`config.mk`:
```
export PLATFORM = sky130hd
export DESIGN_NAME = connection_tracking_table
export DESIGN_NICKNAME = d
export VERILOG_FILES = /design/src/ctt_pkg.sv /design/src/connection_tracking_table.sv /design/src/ctt_datapath.sv /design/src/ctt_controller.sv
export SDC_FILE = /design/constraint.sdc
export NUM_CORES = 2
export LEC_CHECK = 0
export ABC_CLOCK_PERIOD_IN_PS = 15800
export BUFFER_PORTS_ARGS = -buffer_cell sky130_fd_sc_hd__buf_2
export CAP_MARGIN = 20
export CORE_ASPECT_RATIO = 1.75
export CORE_MARGIN = 4
export CORE_UTILIZATION = 35
export CTS_BUF_LIST = sky130_fd_sc_hd__clkbuf_8
export DETAILED_ROUTE_END_ITERATION = 10
export PLACE_DENSITY = 0.46
export SYNTH_ARGS = -nofsm -noshare
export SYNTH_HDL_FRONTEND = slang
export SYNTH_SLANG_ARGS = --single-unit
```
`constraint.sdc`:
```
create_clock -name clk -period 15.8 [get_ports clk]
set_input_delay 0.79 -clock clk [delete_from_list [all_inputs] [get_ports clk]]
set_output_delay 0.79 -clock clk [all_outputs]
set_load 0.05 [all_outputs]
```
`src/ctt_pkg.sv`:
```
// Shared types and constants for the connection tracking table.
// No dependencies.
`timescale 1ns / 1ps
package ctt_pkg;
  localparam int MaxEndpoints = 16;
  localparam int SlotBits = 4;
  localparam int AddrBits = 48;
  localparam logic [31:0] TimeoutReset = 32'd5000;

  localparam logic [1:0] ST_FREE = 2'd0;
  localparam logic [1:0] ST_CONNECTING = 2'd1;
  localparam logic [1:0] ST_CONNECTED = 2'd2;

  localparam logic [2:0] PKT_REQUEST = 3'd0;
  localparam logic [2:0] PKT_ESTABLISH = 3'd1;
  localparam logic [2:0] PKT_DISCONNECT = 3'd2;
  localparam logic [2:0] PKT_PAYLOAD = 3'd3;
  localparam logic [2:0] PKT_TIMESYNC = 3'd4;

  localparam logic [3:0] EV_BAD_PROTO = 4'd0;
  localparam logic [3:0] EV_FULL = 4'd1;
  localparam logic [3:0] EV_UNKNOWN = 4'd2;
  localparam logic [3:0] EV_ADDED = 4'd3;
  localparam logic [3:0] EV_CONNECTED = 4'd4;
  localparam logic [3:0] EV_IGNORED = 4'd5;
  localparam logic [3:0] EV_DISC_NOTIFY = 4'd6;
  localparam logic [3:0] EV_REMOVED = 4'd7;
  localparam logic [3:0] EV_PAYLOAD = 4'd8;
  localparam logic [3:0] EV_TIMESYNC = 4'd9;
  localparam logic [3:0] EV_RESPONSE = 4'd10;
  localparam logic [3:0] EV_DUE = 4'd11;
  localparam logic [3:0] EV_TO_NOTIFY = 4'd12;
  localparam logic [3:0] EV_TO_SILENT = 4'd13;
  localparam logic [3:0] EV_SWEEP_DONE = 4'd14;

  localparam logic CFG_TIMEOUT = 1'b0;
  localparam logic CFG_PROTOCOL = 1'b1;

  typedef enum logic [2:0] {
    CMD_NONE, CMD_LOAD, CMD_PACKET, CMD_OUT_SLOT, CMD_TO_SLOT, CMD_DONE
  } cmd_op_t;

  typedef struct packed {
    cmd_op_t op;
    logic [SlotBits-1:0] idx;
  } cmd_t;

  typedef struct packed {
    logic is_sweep;
    logic [MaxEndpoints-1:0] valid;
  } status_t;
endpackage

```
`src/connection_tracking_table.sv`:
```
// Connection tracking table: 16-slot peer table with handshake and sweep.
// A packet word is loaded into the item registers and decided into the result
// register, giving one result word; the next word is accepted only once the
// controller is back in idle and the result word has been taken.
// A sweep gives a word per occupied slot, then per timed-out slot, then a done word; output stalls hold it.
// rst (synchronous) frees all slots, timeout 5000, expected protocol 0.
`timescale 1ns / 1ps
module connection_tracking_table (
  input  logic clk,
  input  logic rst,
  input  logic in_valid,
  output logic in_stall,
  input  logic action,
  input  logic [31:0] now_ms,
  input  logic [ctt_pkg::AddrBits-1:0] src_addr,
  input  logic [31:0] protocol_id,
  input  logic [2:0] pkt_type,
  input  logic [15:0] req_salt,
  input  logic [15:0] key,
  output logic out_valid,
  input  logic out_stall,
  output logic [3:0] event_code,
  output logic [3:0] slot,
  output logic [ctt_pkg::AddrBits-1:0] peer_addr,
  output logic [15:0] salt_client,
  output logic [15:0] salt_server,
  output logic last_of_run,
  input  logic cfg_valid,
  output logic cfg_ready,
  input  logic [0:0] cfg_index,
  input  logic [31:0] cfg_data
);
  ctt_pkg::cmd_t cmd;
  ctt_pkg::status_t status;
  logic out_emit;

  assign cfg_ready = 1'b1;

  ctt_controller u_ctrl (
    .clk(clk), .rst(rst), .in_valid(in_valid), .in_stall(in_stall),
    .out_stall(out_stall), .out_valid(out_valid), .out_emit(out_emit),
    .status(status), .cmd(cmd)
  );

  ctt_datapath u_dp (
    .clk(clk), .rst(rst), .cmd(cmd), .status(status), .out_emit(out_emit),
    .cfg_we(cfg_valid), .cfg_sel(cfg_index[0]), .cfg_data(cfg_data),
    .in_action(action), .in_now(now_ms), .in_addr(src_addr),
    .in_proto(protocol_id), .in_type(pkt_type), .in_csalt(req_salt),
    .in_key(key), .r_code(event_code), .r_slot(slot), .r_addr(peer_addr),
    .r_csalt(salt_client), .r_ssalt(salt_server), .r_last(last_of_run)
  );
endmodule

```
`src/ctt_datapath.sv`:
```
// Slot table, item registers and result register of the connection table.
// Depends on ctt_pkg.
`timescale 1ns / 1ps
module ctt_datapath (
  input  logic clk,
  input  logic rst,
  input  ctt_pkg::cmd_t cmd,
  output ctt_pkg::status_t status,
  output logic out_emit,
  input  logic cfg_we,
  input  logic cfg_sel,
  input  logic [31:0] cfg_data,
  input  logic in_action,
  input  logic [31:0] in_now,
  input  logic [ctt_pkg::AddrBits-1:0] in_addr,
  input  logic [31:0] in_proto,
  input  logic [2:0] in_type,
  input  logic [15:0] in_csalt,
  input  logic [15:0] in_key,
  output logic [3:0] r_code,
  output logic [3:0] r_slot,
  output logic [ctt_pkg::AddrBits-1:0] r_addr,
  output logic [15:0] r_csalt,
  output logic [15:0] r_ssalt,
  output logic r_last
);
  localparam int N = ctt_pkg::MaxEndpoints;
  localparam int SB = ctt_pkg::SlotBits;

  logic [1:0] st [N];
  logic [ctt_pkg::AddrBits-1:0] sa [N];
  logic [15:0] sc [N];
  logic [15:0] ss [N];
  logic [31:0] sl [N];
  logic [4:0] live;
  logic [31:0] timeout, proto;

  logic action;
  logic [31:0] now, iproto;
  logic [ctt_pkg::AddrBits-1:0] addr;
  logic [2:0] ptype;
  logic [15:0] csalt, key;

  logic hit, has_free;
  logic [SB-1:0] hit_idx, free_idx;
  logic [N-1:0] valid;

  always_comb begin
    hit = 1'b0;
    hit_idx = '0;
    has_free = 1'b0;
    free_idx = '0;
    for (int i = N - 1; i >= 0; i--) begin
      valid[i] = st[i] != ctt_pkg::ST_FREE;
      if (valid[i] && sa[i] == addr) begin
        hit = 1'b1;
        hit_idx = SB'(i);
      end
      if (!valid[i]) begin
        has_free = 1'b1;
        free_idx = SB'(i);
      end
    end
  end

  assign status.is_sweep = action;
  assign status.valid = valid;

  logic [SB-1:0] ci;
  logic [31:0] age;
  assign ci = cmd.idx;
  assign age = now - sl[ci];

  always_ff @(posedge clk) begin
    out_emit <= 1'b0;
    if (rst) begin
      for (int i = 0; i < N; i++) begin
        st[i] <= ctt_pkg::ST_FREE;
        sa[i] <= '0;
        sc[i] <= '0;
        ss[i] <= '0;
        sl[i] <= '0;
      end
      live <= '0;
      timeout <= ctt_pkg::TimeoutReset;
      proto <= '0;
    end else begin
      if (cfg_we) begin
        if (cfg_sel == ctt_pkg::CFG_TIMEOUT) timeout <= cfg_data;
        else proto <= cfg_data;
      end
      unique case (cmd.op)
        ctt_pkg::CMD_LOAD: begin
          action <= in_action;
          now <= in_now;
          addr <= in_addr;
          iproto <= in_proto;
          ptype <= in_type;
          csalt <= in_csalt;
          key <= in_key;
        end
        ctt_pkg::CMD_PACKET: begin
          out_emit <= 1'b1;
          r_last <= 1'b1;
          r_slot <= hit_idx;
          r_addr <= sa[hit_idx];
          r_csalt <= sc[hit_idx];
          r_ssalt <= ss[hit_idx];
          if (iproto != proto || (!hit && ptype != ctt_pkg::PKT_REQUEST)
              || (!hit && (live >= 5'(N) || !has_free))) begin
            r_slot <= '0;
            r_addr <= '0;
            r_csalt <= '0;
            r_ssalt <= '0;
            if (iproto != proto) r_code <= ctt_pkg::EV_BAD_PROTO;
            else if (ptype != ctt_pkg::PKT_REQUEST) r_code <= ctt_pkg::EV_UNKNOWN;
            else r_code <= ctt_pkg::EV_FULL;
          end else if (!hit) begin
            st[free_idx] <= ctt_pkg::ST_CONNECTING;
            sa[free_idx] <= addr;
            sc[free_idx] <= csalt;
            ss[free_idx] <= now[15:0];
            sl[free_idx] <= now;
            live <= live + 5'd1;
            r_code <= ctt_pkg::EV_ADDED;
            r_slot <= free_idx;
            r_addr <= addr;
            r_csalt <= csalt;
            r_ssalt <= now[15:0];
          end else if (ptype == ctt_pkg::PKT_ESTABLISH
                       && st[hit_idx] == ctt_pkg::ST_CONNECTING) begin
            if (key == (sc[hit_idx] ^ ss[hit_idx])) begin
              st[hit_idx] <= ctt_pkg::ST_CONNECTED;
              sl[hit_idx] <= now;
              r_code <= ctt_pkg::EV_CONNECTED;
            end else r_code <= ctt_pkg::EV_IGNORED;
          end else if (ptype == ctt_pkg::PKT_DISCONNECT) begin
            r_code <= (st[hit_idx] == ctt_pkg::ST_CONNECTED) ?
                      ctt_pkg::EV_DISC_NOTIFY : ctt_pkg::EV_REMOVED;
            st[hit_idx] <= ctt_pkg::ST_FREE;
            sa[hit_idx] <= '0;
            sc[hit_idx] <= '0;
            ss[hit_idx] <= '0;
            sl[hit_idx] <= '0;
            if (live != 5'd0) live <= live - 5'd1;
          end else if (ptype == ctt_pkg::PKT_PAYLOAD
                       && st[hit_idx] == ctt_pkg::ST_CONNECTED) begin
            sl[hit_idx] <= now;
            r_code <= ctt_pkg::EV_PAYLOAD;
          end else if (ptype == ctt_pkg::PKT_TIMESYNC) begin
            r_code <= ctt_pkg::EV_TIMESYNC;
          end else r_code <= ctt_pkg::EV_IGNORED;
        end
        ctt_pkg::CMD_OUT_SLOT: begin
          out_emit <= 1'b1;
          r_last <= 1'b0;
          r_code <= (st[ci] == ctt_pkg::ST_CONNECTED) ? ctt_pkg::EV_DUE
                                                      : ctt_pkg::EV_RESPONSE;
          r_slot <= ci;
          r_addr <= sa[ci];
          r_csalt <= sc[ci];
          r_ssalt <= ss[ci];
        end
        ctt_pkg::CMD_TO_SLOT: begin
          if (age > timeout) begin
            out_emit <= 1'b1;
            r_last <= 1'b0;
            r_code <= (st[ci] == ctt_pkg::ST_CONNECTED) ? ctt_pkg::EV_TO_NOTIFY
                                                        : ctt_pkg::EV_TO_SILENT;
            r_slot <= ci;
            r_addr <= sa[ci];
            r_csalt <= sc[ci];
            r_ssalt <= ss[ci];
            st[ci] <= ctt_pkg::ST_FREE;
            sa[ci] <= '0;
            sc[ci] <= '0;
            ss[ci] <= '0;
            sl[ci] <= '0;
            if (live != 5'd0) live <= live - 5'd1;
          end
        end
        ctt_pkg::CMD_DONE: begin
          out_emit <= 1'b1;
          r_last <= 1'b1;
          r_code <= ctt_pkg::EV_SWEEP_DONE;
          r_slot <= '0;
          r_addr <= '0;
          r_csalt <= '0;
          r_ssalt <= '0;
        end
        default: ;
      endcase
    end
  end
endmodule

```
`src/ctt_controller.sv`:
```
// Sequencer for packet and sweep items of the connection table.
// Depends on ctt_pkg.
`timescale 1ns / 1ps
module ctt_controller (
  input  logic clk,
  input  logic rst,
  input  logic in_valid,
  output logic in_stall,
  input  logic out_stall,
  output logic out_valid,
  input  logic out_emit,
  input  ctt_pkg::status_t status,
  output ctt_pkg::cmd_t cmd
);
  typedef enum logic [2:0] {S_IDLE, S_DECIDE, S_OUT, S_TO, S_DONE, S_WAIT} state_t;
  localparam int SB = ctt_pkg::SlotBits;
  state_t state;
  logic [SB-1:0] idx;
  logic busy_out;
  logic hold;
  logic accept;

  assign in_stall = state != S_IDLE || busy_out;
  assign accept = in_valid && !in_stall;
  assign out_valid = busy_out;
  assign hold = busy_out || out_emit;

  always_comb begin
    cmd.op = ctt_pkg::CMD_NONE;
    cmd.idx = idx;
    unique case (state)
      S_IDLE: if (accept) cmd.op = ctt_pkg::CMD_LOAD;
      S_DECIDE: if (!status.is_sweep) cmd.op = ctt_pkg::CMD_PACKET;
      S_OUT: if (!hold && status.valid[idx]) cmd.op = ctt_pkg::CMD_OUT_SLOT;
      S_TO: if (!hold && status.valid[idx]) cmd.op = ctt_pkg::CMD_TO_SLOT;
      S_DONE: if (!hold) cmd.op = ctt_pkg::CMD_DONE;
      default: ;
    endcase
  end

  always_ff @(posedge clk) begin
    if (rst) begin
      state <= S_IDLE;
      busy_out <= 1'b0;
      idx <= '0;
    end else begin
      if (out_emit) busy_out <= 1'b1;
      else if (!out_stall) busy_out <= 1'b0;
      unique case (state)
        S_IDLE: if (accept) state <= S_DECIDE;
        S_DECIDE: begin
          idx <= '0;
          state <= status.is_sweep ? S_OUT : S_WAIT;
        end
        S_OUT, S_TO: begin
          if (!hold) begin
            if (idx == SB'(ctt_pkg::MaxEndpoints - 1)) begin
              idx <= '0;
              state <= (state == S_OUT) ? S_TO : S_DONE;
            end else idx <= idx + 1'b1;
          end
        end
        S_DONE: if (!hold) state <= S_WAIT;
        S_WAIT: state <= S_IDLE;
        default: state <= S_IDLE;
      endcase
    end
  end
endmodule

```
; Yosys cells after proc, flatten, opt, wreduce, memory -nomap -nowiden
; Memory sizes are Yosys's and may differ from the RTL's. A register that Yosys moved wholly into a read port is not among the register bits.
; Index checks and enable logic that the tools add are counted.
[totals]
reg_bits = 315
mem_bits_rw = 1824
out_inout_bits = 92
n_memories = 5
[memory_table]
columns = name, words, word_bits, read_ports, rd_ports_with_merged_regs, write_ports, line
row1 = u_dp.sa, 16, 48, 18, 1, 16, ctt_datapath.sv:31  ; logic [ctt_pkg::AddrBits-1:0] sa [N];
row2 = u_dp.sl, 16, 32, 1, 1, 16, ctt_datapath.sv:34  ; logic [31:0] sl [N];
row3 = u_dp.sc, 16, 16, 2, 1, 16, ctt_datapath.sv:32  ; logic [15:0] sc [N];
row4 = u_dp.ss, 16, 16, 2, 1, 16, ctt_datapath.sv:33  ; logic [15:0] ss [N];
row5 = u_dp.st, 16, 2, 18, 1, 16, ctt_datapath.sv:30  ; logic [1:0] st [N];
[classes]
add_sub_neg = 4
n_lt_le_gt_ge = 3
n_eq_ne = 44
mux = 215
bitwise_logic = 6
n_reduce_logical = 81
[op_table]
columns = cell, count
row1 = $eq A48 B48 Y1, 16
row2 = $mux W48, 6
row3 = $mux W4, 70
row4 = $mux W16, 12
row5 = $pmux W48 S4, 1
row6 = $mux W32, 5
row7 = $reduce_or A48 Y1, 3
row8 = $pmux W16 S4, 2
row9 = $reduce_or A16 Y1, 6
row10 = $reduce_or A32 Y1, 3
row11 = $mux W1, 89
row12 = $reduce_bool A2 Y1, 18
row13 = $gt A32 B32 Y1, 1
row14 = $ne A32 B32 Y1, 1
row15 = $pmux W4 S4, 2
row16 = $sub A32 B32 Y32, 1
row17 = $mux W5, 6
row18 = $mux W3, 8
row19 = $logic_and A1 B1 Y1, 22
row20 = $eq A3 B2 Y1 const B, 6
row21 = $eq A16 B16 Y1, 1
row22 = $xor A16 B16 Y16, 1
row23 = $pmux W3 S5, 1
row24 = $mux W2, 7
row25 = other kinds (33), 65

; Logic depth before layout (Yosys ltp)
; An unclocked memory read counts as a cell.
[depth]
depth_word = 34
ltp_mapped = 50
mapped_depth_nobuf = 43

; Cells and area by module
; From an unflattened synthesis, not the netlist that was laid out.
[hier_totals]
cells_unflattened = 9162
area_unflattened_um2 = 113336.2
[modules_own_cells]
columns = mod, instances, cells_per_inst, area_each_um2
row1 = ctt_datapath, 1, 9072, 112629.3
row2 = ctt_controller, 1, 88, 695.7
row3 = connection_tracking_table, 1, 2, 11.3

; Least setup slack after synthesis
; OpenSTA, ideal clock, no wires.
[synth_timing]
kind = reg-to-reg
startpoint = reg (tool-made name)
endpoint = reg u_dp.r_addr[0] (netlist name), enable pin
setup_ns = 0.587
arrival_ns = 11.999
slack_ns = 3.214
stages_incl_launch_ff = 38
n_path_buf = 5
synth_period_minus_slack_ns = 12.586
path_cell_list = dfxtp_1 clkbuf_1 clkbuf_1 buf_1 clkbuf_1 buf_1 mux4_2 ha_1 inv_1 fa_1 a21o_1 a21oi_1 o21ai_0 a21oi_1 o21ai_0 a21oi_1 o21ai_0 a21oi_1 [... 2 more ...] nor2b_1 o21ai_0 inv_1 o21ai_0 a2111o_1 nand2_1 o41a_1 a2111oi_0 o21bai_1 a21oi_1 xnor2_1 ha_1 nand4_1 nor2_1 a221oi_1 a41oi_1 o21ai_0 a31oi_1
[synth_lines]
columns = element, line
row1 = "end signal, assigned", ctt_datapath.sv:106  ; r_addr <= sa[hit_idx];
row2 = "end signal, assigned", ctt_datapath.sv:127  ; r_addr <= addr;
row3 = "end signal, assigned", ctt_datapath.sv:160  ; r_addr <= sa[ci];
row4 = "end, declared", ctt_datapath.sv:22  ; output logic [ctt_pkg::AddrBits-1:0] r_addr,

==> results.ini <==
[critical_path]
critPathLaunchType = register
crit_path_max_fanout = 37
path_buf_inv = 2
crit_path_cell_trace = nor2b_1, nor3_1, nand4_1, nor3_1, a21oi_1, a221oi_1, o221ai_1, a21oi_4, buf_4, o21ai_1, mux2i_1, xor2_1, xnor2_1, nor4_1, nand4_1, or4b_1, o2111a_1, a211oi_1, o221ai_1, or3b_2, buf_4, nand2b_2
max_stage_delay_ns = 1.28
critical_path_class = reg2reg
worst_setup_path_end_kind = register
critPathSlowestCell = nor3_1
cp_data_arrival_time_ns = 14.75
cp.required_ns = 16.51
cpLargestDelayFamily = simple AND/OR/NAND/NOR gates

[synth]
seq_area_frac_synth = 0.552
synth_cell_type_count = 91
synth_xor_area_frac = 0.0607
synth_ff_type = edfxtp_1
synth_edf_count = 2061
syn_avg_cell_area_sq_um = 12.1
async_flop_share = 0
syn_inst = 9530
synth_compound_area_frac = 0.0511
synth_top_family_by_area = multiplexers
synth.area.mux_share = 0.149
synth_nets = 9783
yosys_warnings = 0
ys_seq_elements = 2143
synth-adder-area-share = 0.00734
syn-cell-area_sq_mm = 0.115
yosys.area_share.simple = 0.148

[global_route]
grt_pass1_wl_microns = 1000000
overflow = 0
antenna_found_initial = 170
track_usage = 0.457
grt_max_degree = 81
grt_pass1_vias = 91500

[final_layout]
finalNetCount = 10400
layout_common_cells = 2061 x edfxtp_1, 2041 x nor2_1, 566 x mux4_2
layout_commonest_cell = edfxtp_1
fin_cells = 14900
area_growth_pct = 17.2
post-route-util = 0.412
drive_gt1_frac = 0.205

[clock_tree]
cts_inserted_buffers = 360
cts_buffer_depth = 4
cts_tree = done
cts_sinks = 2143
path_clk_slew_ns = 0.06
clock_latency_ns = 1.20
cts.htree.levels = 5
cts_root_buffer = clkbuf_8

[timing]
hold_viol_final = 0
fin_crit_ns = 14.03
setup_tns_ns = 0
drv_slew = 7
period_share = 0.888
worst_slew_pin_slew_ns = 1.59
fin_skew_ns = 0.120
setup_viol = 0
holdWs_ns = 0.0765
max_freq_mhz = 71.3
rsz0062_at_grt = false
relSlewSlack = -0.0606

[pwr]
ir_worst_vdd_uv = 81.5
p_int_w = 0.00943
swShare = 0.330
seqPwrFrac = 0.475
powerDensity_mw_per_mm2 = 104
combPwrFrac = 0.171
pwr-share-clk = 0.353
power.switching_w = 0.00465
leakagePower_nw = 48.2

[floorplanning]
coreArea_sq_mm = 0.328
fp.dieH_microns = 767
start_util = 0.351
placementRows = 278
dieArea_sq_mm = 0.339
die_w_microns = 442
io_pins = 278

[place]
placed_cells = 13800
hpwl_microns = 545000
port_buffers = 276
gp_congestion = 1.14

[run]
drv_cap = 1

[route]
drt_wl_total_microns = 768000
vias = 95600
first_pass_iters = 6
vias_per_cell = 6.42
wire_per_inst_microns = 51.6
drt_iter0_markers = 12400
ant_nets = 0
drc_errors = 0

[outcome]
outcome = finished, violations left
violations = max-capacitance violations, max-slew violations

[min_path]
hold_class = in2reg

power groups by stage:
stage                     sequential [W]  clock [W]  combinational (W)
after global routing             0.00669    0.00525            0.00241
final                            0.00670    0.00498            0.00241
after CTS                        0.00668    0.00501            0.00217
after global placement           0.00680          0            0.00211
after detailed placement         0.00680          0            0.00212
after floorplan                  0.00673          0           0.000902
Yosys cell counts, drive strengths merged (78+ instances only):
library cell | number | area share
xnor2 | 358 | 0.027
nor2b | 191 | 0.010
nor4 | 198 | 0.011
nand2b | 96 | 0.0052
edfxtp | 2061 | 0.54
nand3 | 78 | 0.0034
buf | 232 | 0.010
mux4 | 566 | 0.11
nand4 | 164 | 0.0089
xor2 | 440 | 0.033
inv | 137 | 0.0045
a21oi | 215 | 0.0095
a211oi | 119 | 0.0078
nor2 | 2052 | 0.067
a22o | 105 | 0.0080
o21ai | 115 | 0.0050
dfxtp | 82 | 0.014
clkbuf | 537 | 0.018
nand2 | 615 | 0.020
nor3 | 86 | 0.0037
mux2i | 419 | 0.036
per-layer routing:
| metal | wire [microns] | GRT usage | vias up | share of wire |
|---|---|---|---|---|
| met5 | 561 | 0.00354 | - | 0.00073 |
| met4 | 114000 | 0.538 | 74 | 0.15 |
| met3 | 67100 | 0.191 | 2852 | 0.087 |
| li1 | - | - | 36400 | - |
| met1 | 227000 | 0.424 | 49300 | 0.30 |
| met2 | 359000 | 0.703 | 6915 | 0.47 |
metrics by stage:
step	power, W	area (sq um)	setup WS (ns)
after global routing	0.0144	135000	2.04
after global placement	0.00890	123000	2.57
final	0.0141	135000	1.77
after CTS	0.0139	132000	2.62
after floorplan	0.00763	115000	3.21
after detailed placement	0.00892	124000	2.63
final cells by class:
class | count | area [sq um]
well taps | 4340 | 5430
fillers | 31300 | 193000
clock inverters | 275 | 1450
diodes | 150 | 375
multi-input cells | 6480 | 49800
inverters | 138 | 522
repair buffers | 985 | 8740
flip-flops and latches | 2143 | 63500
clock buffers | 372 | 5120
final timing paths:
| kind | start | to | slack (ns) | cells after the start |
|---|---|---|---|---|
| setup / recovery | u_dp.addr[28] | u_dp.sl[6][16] | 1.77 | 22 |
| hold / removal | rst | u_ctrl.state[2] | 0.08 | 2 |
| setup reg to reg | u_dp.addr[28] | u_dp.sl[6][16] | 1.77 | 22 |
| hold reg to reg | u_dp.timeout[24] | u_dp.timeout[24] | 0.45 | 2 |
cells by family after synthesis:
group | after synthesis
and+or+nand+nor | 3762
adders and majority gates | 67
xor gates and xnor gates | 798
buffers and inverters | 907
other | 1
AOI/OAI and AO/OA | 845
DFF | 2143
muxes | 1007
repair_timing:
action,4_1_cts,5_1_grt
endpoints found under the hold margin,208,0
resized for setup,0,0
hold buffers,181,0
setup buffers,0,0
flip-flops by register name (all words and copies together), names as in the netlist, 5 cells and up, named ones only:
name / count
u_dp.key: 16
u_dp.sc: 256
u_dp.now: 32
u_dp.iproto: 32
u_dp.proto: 32
u_dp.timeout: 32
u_dp.sl: 512
u_dp.sa: 768
u_dp.addr: 48
u_dp.live: 5
u_dp.csalt: 16
u_dp.r_addr: 48
u_dp.r_csalt: 16
u_dp.r_ssalt: 16
u_dp.st: 32
u_dp.ss: 256
worst register-to-register path: cells and delay by family, from the launching register on:
kind	cells	cell delay (ns)
buffers and inverters	2	0.90
AOI/OAI and AO/OA	8	3.37
xor gates and xnor gates	2	1.05
muxes	1	0.65
DFF	1	1.20
and+or+nand+nor	9	6.45
No activity file was read; power rests on OpenSTA's default activity.
